<file path="config.mk">
export PLATFORM = sky130hd
export DESIGN_NAME = pda_ctrl
export DESIGN_NICKNAME = d
export VERILOG_FILES = /design/src/design/pda_pkg.sv /design/src/design/pda_ctrl.sv
export SDC_FILE = /design/constraint.sdc
export NUM_CORES = 1
export LEC_CHECK = 0
export ABC_AREA = 1
export BUFFER_PORTS_ARGS = -buffer_cell sky130_fd_sc_hd__buf_2
export CAP_MARGIN = 10
export CORE_UTILIZATION = 36
export DETAILED_ROUTE_END_ITERATION = 8
export HOLD_SLACK_MARGIN = 0.06
export MAX_ROUTING_LAYER = met4
export SYNTH_ARGS = -nofsm -noshare
export SYNTH_HDL_FRONTEND = slang
export SYNTH_SLANG_ARGS = --single-unit
export TNS_END_PERCENT = 5
</file>
<file path="constraint.sdc">
create_clock -name clk -period 1.5 [get_ports clk]
set_clock_uncertainty 0.1 [all_clocks]
set_input_delay 0.3 -clock clk [delete_from_list [all_inputs] [get_ports clk]]
set_output_delay 0.3 -clock clk [all_outputs]
set_load 0.02 [all_outputs]
</file>
<file path="src/design/pda_pkg.sv">
// ----------------------------------------------------------------------------
// PID deadband anti-windup package
// Shared types and constants for controller and datapath.
// ----------------------------------------------------------------------------
package pda_pkg;

    localparam int DIV_W = 49;

    localparam logic [2:0] REG_KP   = 3'd0;
    localparam logic [2:0] REG_KI   = 3'd1;
    localparam logic [2:0] REG_KD   = 3'd2;
    localparam logic [2:0] REG_DB   = 3'd3;
    localparam logic [2:0] REG_MAXC = 3'd4;

    localparam logic [1:0] TERM_P = 2'd0;
    localparam logic [1:0] TERM_I = 2'd1;
    localparam logic [1:0] TERM_D = 2'd2;

    localparam logic signed [32:0] EPS_Q16   = 33'sd7;
    localparam logic [47:0]        INTEG_MAX = 48'h7FFF_FFFF_FFFF;
    localparam logic [61:0]        TERM_CAP  = 62'h2000_0000_0000_0000;

    typedef struct packed {
        logic       load_sample;
        logic       start_div;
        logic       acc_calc;
        logic       upd_state;
        logic       mload;
        logic       mstep;
        logic       msum;
        logic       load_out;
        logic [1:0] term;
    } cmd_t;

    typedef struct packed {
        logic div_busy;
        logic out_free;
    } sts_t;

endpackage

</file>
<file path="src/design/pda_ctrl.sv">
// ----------------------------------------------------------------------------
// PDA controller
// Sequences one sample through division, clamp, three products and output.
// ----------------------------------------------------------------------------
module pda_ctrl
(
    input  logic          clk,
    input  logic          rst_n,
    input  logic          sample_valid,
    output logic          sample_stall,
    output pda_pkg::cmd_t cmd,
    input  pda_pkg::sts_t sts
);

    localparam logic [2:0] ST_IDLE  = 3'd0;
    localparam logic [2:0] ST_INC   = 3'd1;
    localparam logic [2:0] ST_DIV   = 3'd2;
    localparam logic [2:0] ST_CLAMP = 3'd3;
    localparam logic [2:0] ST_MLOAD = 3'd4;
    localparam logic [2:0] ST_MRUN  = 3'd5;
    localparam logic [2:0] ST_MSUM  = 3'd6;
    localparam logic [2:0] ST_FIN   = 3'd7;

    logic [2:0] state_reg, state_next;
    logic [1:0] term_reg, term_next;
    logic [1:0] chunk_reg, chunk_next;

    always_comb
    begin
        state_next = state_reg;
        term_next  = term_reg;
        chunk_next = chunk_reg;
        cmd        = '0;
        cmd.term   = term_reg;
        unique case (state_reg)
            ST_IDLE:
            begin
                if (sample_valid)
                begin
                    cmd.load_sample = 1'b1;
                    state_next      = ST_INC;
                end
            end
            ST_INC:
            begin
                cmd.start_div = 1'b1;
                state_next    = ST_DIV;
            end
            ST_DIV:
            begin
                cmd.acc_calc = 1'b1;
                if (!sts.div_busy)
                begin
                    state_next = ST_CLAMP;
                end
            end
            ST_CLAMP:
            begin
                cmd.upd_state = 1'b1;
                term_next     = pda_pkg::TERM_P;
                state_next    = ST_MLOAD;
            end
            ST_MLOAD:
            begin
                cmd.mload  = 1'b1;
                chunk_next = '0;
                state_next = ST_MRUN;
            end
            ST_MRUN:
            begin
                cmd.mstep  = 1'b1;
                chunk_next = chunk_reg + 2'd1;
                if (chunk_reg == 2'd3)
                begin
                    state_next = ST_MSUM;
                end
            end
            ST_MSUM:
            begin
                cmd.msum = 1'b1;
                if (term_reg == pda_pkg::TERM_D)
                begin
                    state_next = ST_FIN;
                end
                else
                begin
                    term_next  = term_reg + 2'd1;
                    state_next = ST_MLOAD;
                end
            end
            ST_FIN:
            begin
                // hold until the output register can take the result
                if (sts.out_free)
                begin
                    cmd.load_out = 1'b1;
                    state_next   = ST_IDLE;
                end
            end
            default:
            begin
                state_next = ST_IDLE;
            end
        endcase
    end

    always_ff @(posedge clk or negedge rst_n)
    begin
        if (!rst_n)
        begin
            state_reg <= ST_IDLE;
            term_reg  <= '0;
            chunk_reg <= '0;
        end
        else
        begin
            state_reg <= state_next;
            term_reg  <= term_next;
            chunk_reg <= chunk_next;
        end
    end

    assign sample_stall = (state_reg != ST_IDLE);

endmodule

</file>
==> results.py <==
metrics = {
    "run_status": {
        "status": "finished, violations left",
        "violations": "setup timing",
    },
    "clocking": {
        "cts_buffers": 3,
        "cts_tree": "built",
        "clkLatencyLatePin_ns": 0.24,
        "root_buffer": "clkbuf_4",
        "clock-sinks": 7,
        "path_clk_slew_ns": 0.05,
        "htreeDepth": 1,
        "clockBufferDepth": 2,
    },
    "grt": {
        "antenna_found_initial": 0,
        "grt_pass1_wl_mm": 2.09,
        "grt_pass1_vias": 508,
        "gr-total-overflow": 0,
        "grt_util_all_layers": 0.211,
        "grt_max_degree": 9,
    },
    "timing": {
        "finalSetupViolCount": 7,
        "timing.final.crit_share": 1.05,
        "maxSlewViolCount": 0,
        "fin_ws_ns": -0.0692,
        "relSlewSlack": 0.829,
        "fmax_ghz": 0.637,
        "hold_ws_ns": 0.309,
        "rsz0062_at_grt": "true",
        "min_period_ns": 1.57,
        "fin_tns_setup_ns": -0.333,
        "worst_pin_slew_ns": 0.253,
        "hold_violations": 0,
    },
    "logic_synthesis": {
        "syn_nets": 83,
        "synth-seq-area-share": 0.344,
        "syn_area_sq_um": 509,
        "ys_ff_latch": 7,
        "yosys_warnings": 0,
        "avgSynthCellArea_sq_um": 6.70,
        "syn_inst": 76,
        "synth.distinct_cells": 17,
    },
    "floorplanning": {
        "ioPinCount": 16,
        "core_area_sq_mm": 0.00130,
        "dieArea_sq_mm": 0.00157,
        "rows": 13,
        "die_x_microns": 39.6,
        "die_h_microns": 39.6,
        "start_util": 0.391,
    },
    "placement": {
        "dp.final_hpwl_microns": 856,
        "portBuffers": 15,
        "place_ws_ns": 0.104,
        "dp_cells": 105,
        "gp_congestion": 0.813,
        "placed_cell_area_sq_um": 598,
    },
    "finish": {
        "final_common_cell": "nand2_1",
        "final_cell_count_no_fill": 118,
        "fin_nets": 111,
        "area_growth_syn_to_layout_pct": 52.6,
        "drive_gt1_frac": 0.437,
        "stdcell_area_sq_um": 777,
        "largest_reg_flops": 3,
        "diodes": 0,
        "final_cell_mix": "nand2_1, inv_1, buf_4",
        "finish.utilization": 0.597,
    },
    "setup_path": {
        "critPathLaunchType": "register",
        "worstSetupStartpoint": "state_reg[0]$_DFFE_PN0P_",
        "r2r-start": "state_reg[0]$_DFFE_PN0P_",
        "cp_max_fo": 4,
        "critPathKind": "register to primary output",
        "path_cells": "buf_6, nand2_1, nor2_2, buf_6",
        "cp-end-kind": "primary output",
        "path_common_cell": "buf_6",
        "arrival_ns": 1.17,
        "required_ns": 1.10,
        "cpMaxStageDelayCell": "dfrtp_2",
        "cpPeakStageDelay_ns": 0.45,
    },
    "detailed_routing": {
        "route.detailed.drc": 0,
        "viasPerCell": 4.82,
        "drt_wl_total_mm": 1.36,
        "wl_per_cell_microns": 11.6,
        "ant_nets": 0,
        "drt-pass1-iter-count": 4,
        "vias": 569,
        "drt_iter0_markers": 7,
    },
    "min_path": {
        "hold_path.class": "input pin to asynchronous set/reset pin",
    },
    "power": {
        "power_density_mw_per_mm2": 2240,
        "peakVddDrop_uv": 1070,
        "leakage_nw": 0.451,
        "power.total_mw": 1.74,
    },
    "job": {
        "timing.max_cap.violations": 0,
    },
}
## final timing paths
check | end | slack (ns) | depth (start not counted)
worst max-delay path | cmd[8] | -0.07 | 4
worst min-delay path | chunk_reg[1]$_DFFE_PN0P_ | 0.31 | 2
worst max register to register | state_reg[2]$_DFFE_PN0P_ | 0.12 | 6
worst min register to register | chunk_reg[1]$_DFFE_PN0P_ | 0.40 | 2
max in group asynchronous | state_reg[2]$_DFFE_PN0P_ | 0.83 | 2
min in group clk | chunk_reg[1]$_DFFE_PN0P_ | 0.40 | 2
## worst max-delay path, delay by kind of cell, from the launching register on
family | cells | cell delay [ns]
DFF | 1 | 0.45
buffers and inverters | 2 | 0.26
and+or+nand+nor | 2 | 0.22
## where the power goes
| part | internal, mW | switching [mW] | total (mW) |
|---|---|---|---|
| Sequential | 0.276 | 0.119 | 0.396 |
| Clock | 0.101 | 0.0604 | 0.161 |
| Combinational | 0.498 | 0.689 | 1.19 |
## what timing repair did
item                                   in CTS  in global routing
pin swaps                                   1                  2
endpoints found under the hold margin       7                  0
gates resized for setup                    16                 13
setup buffers                               6                  2
setup endpoints to repair                   9                 10
hold buffers                                1                  0
## per-layer routing
metal  wire length [microns]  up-vias  global-route usage
met5                       0        -                   -
met4                      23        0               0.121
met3                      40        4              0.0227
met2                     720       15               0.357
met1                     579      255               0.240
li1                        -      295                   -
## cells by family after synthesis
family	synth area share
simple gates	0.359
fa+ha+maj	0.0491
flops	0.344
compound gates	0.0860
buf+inv	0.162
## area by class of cell
cell class	count	area, sq um
inverter	17	73.8
fill	131	524
multi-input combinational	50	294
sequential	7	179
tap	15	18.8
clock buffer	4	26.3
timing repair buffer	25	185
## synthesized netlist by cell type
cell type | number | area (sq um)
nand2_2 | 1 | 6.26
a21oi_2 | 1 | 8.76
nand3_1 | 9 | 45.0
nand2_1 | 20 | 75.1
nand4_1 | 3 | 18.8
o21bai_1 | 2 | 15.0
inv_1 | 14 | 52.6
nor2_1 | 5 | 18.8
dfrtp_1 | 7 | 175
inv_2 | 3 | 11.3
o21ai_1 | 1 | 5.00
buf_4 | 1 | 7.51
o21ai_0 | 3 | 15.0
ha_1 | 2 | 25.0
nor2_2 | 2 | 12.5
buf_6 | 1 | 11.3
nor4_1 | 1 | 6.26
Note: power is estimated with default switching activity, not from simulation.
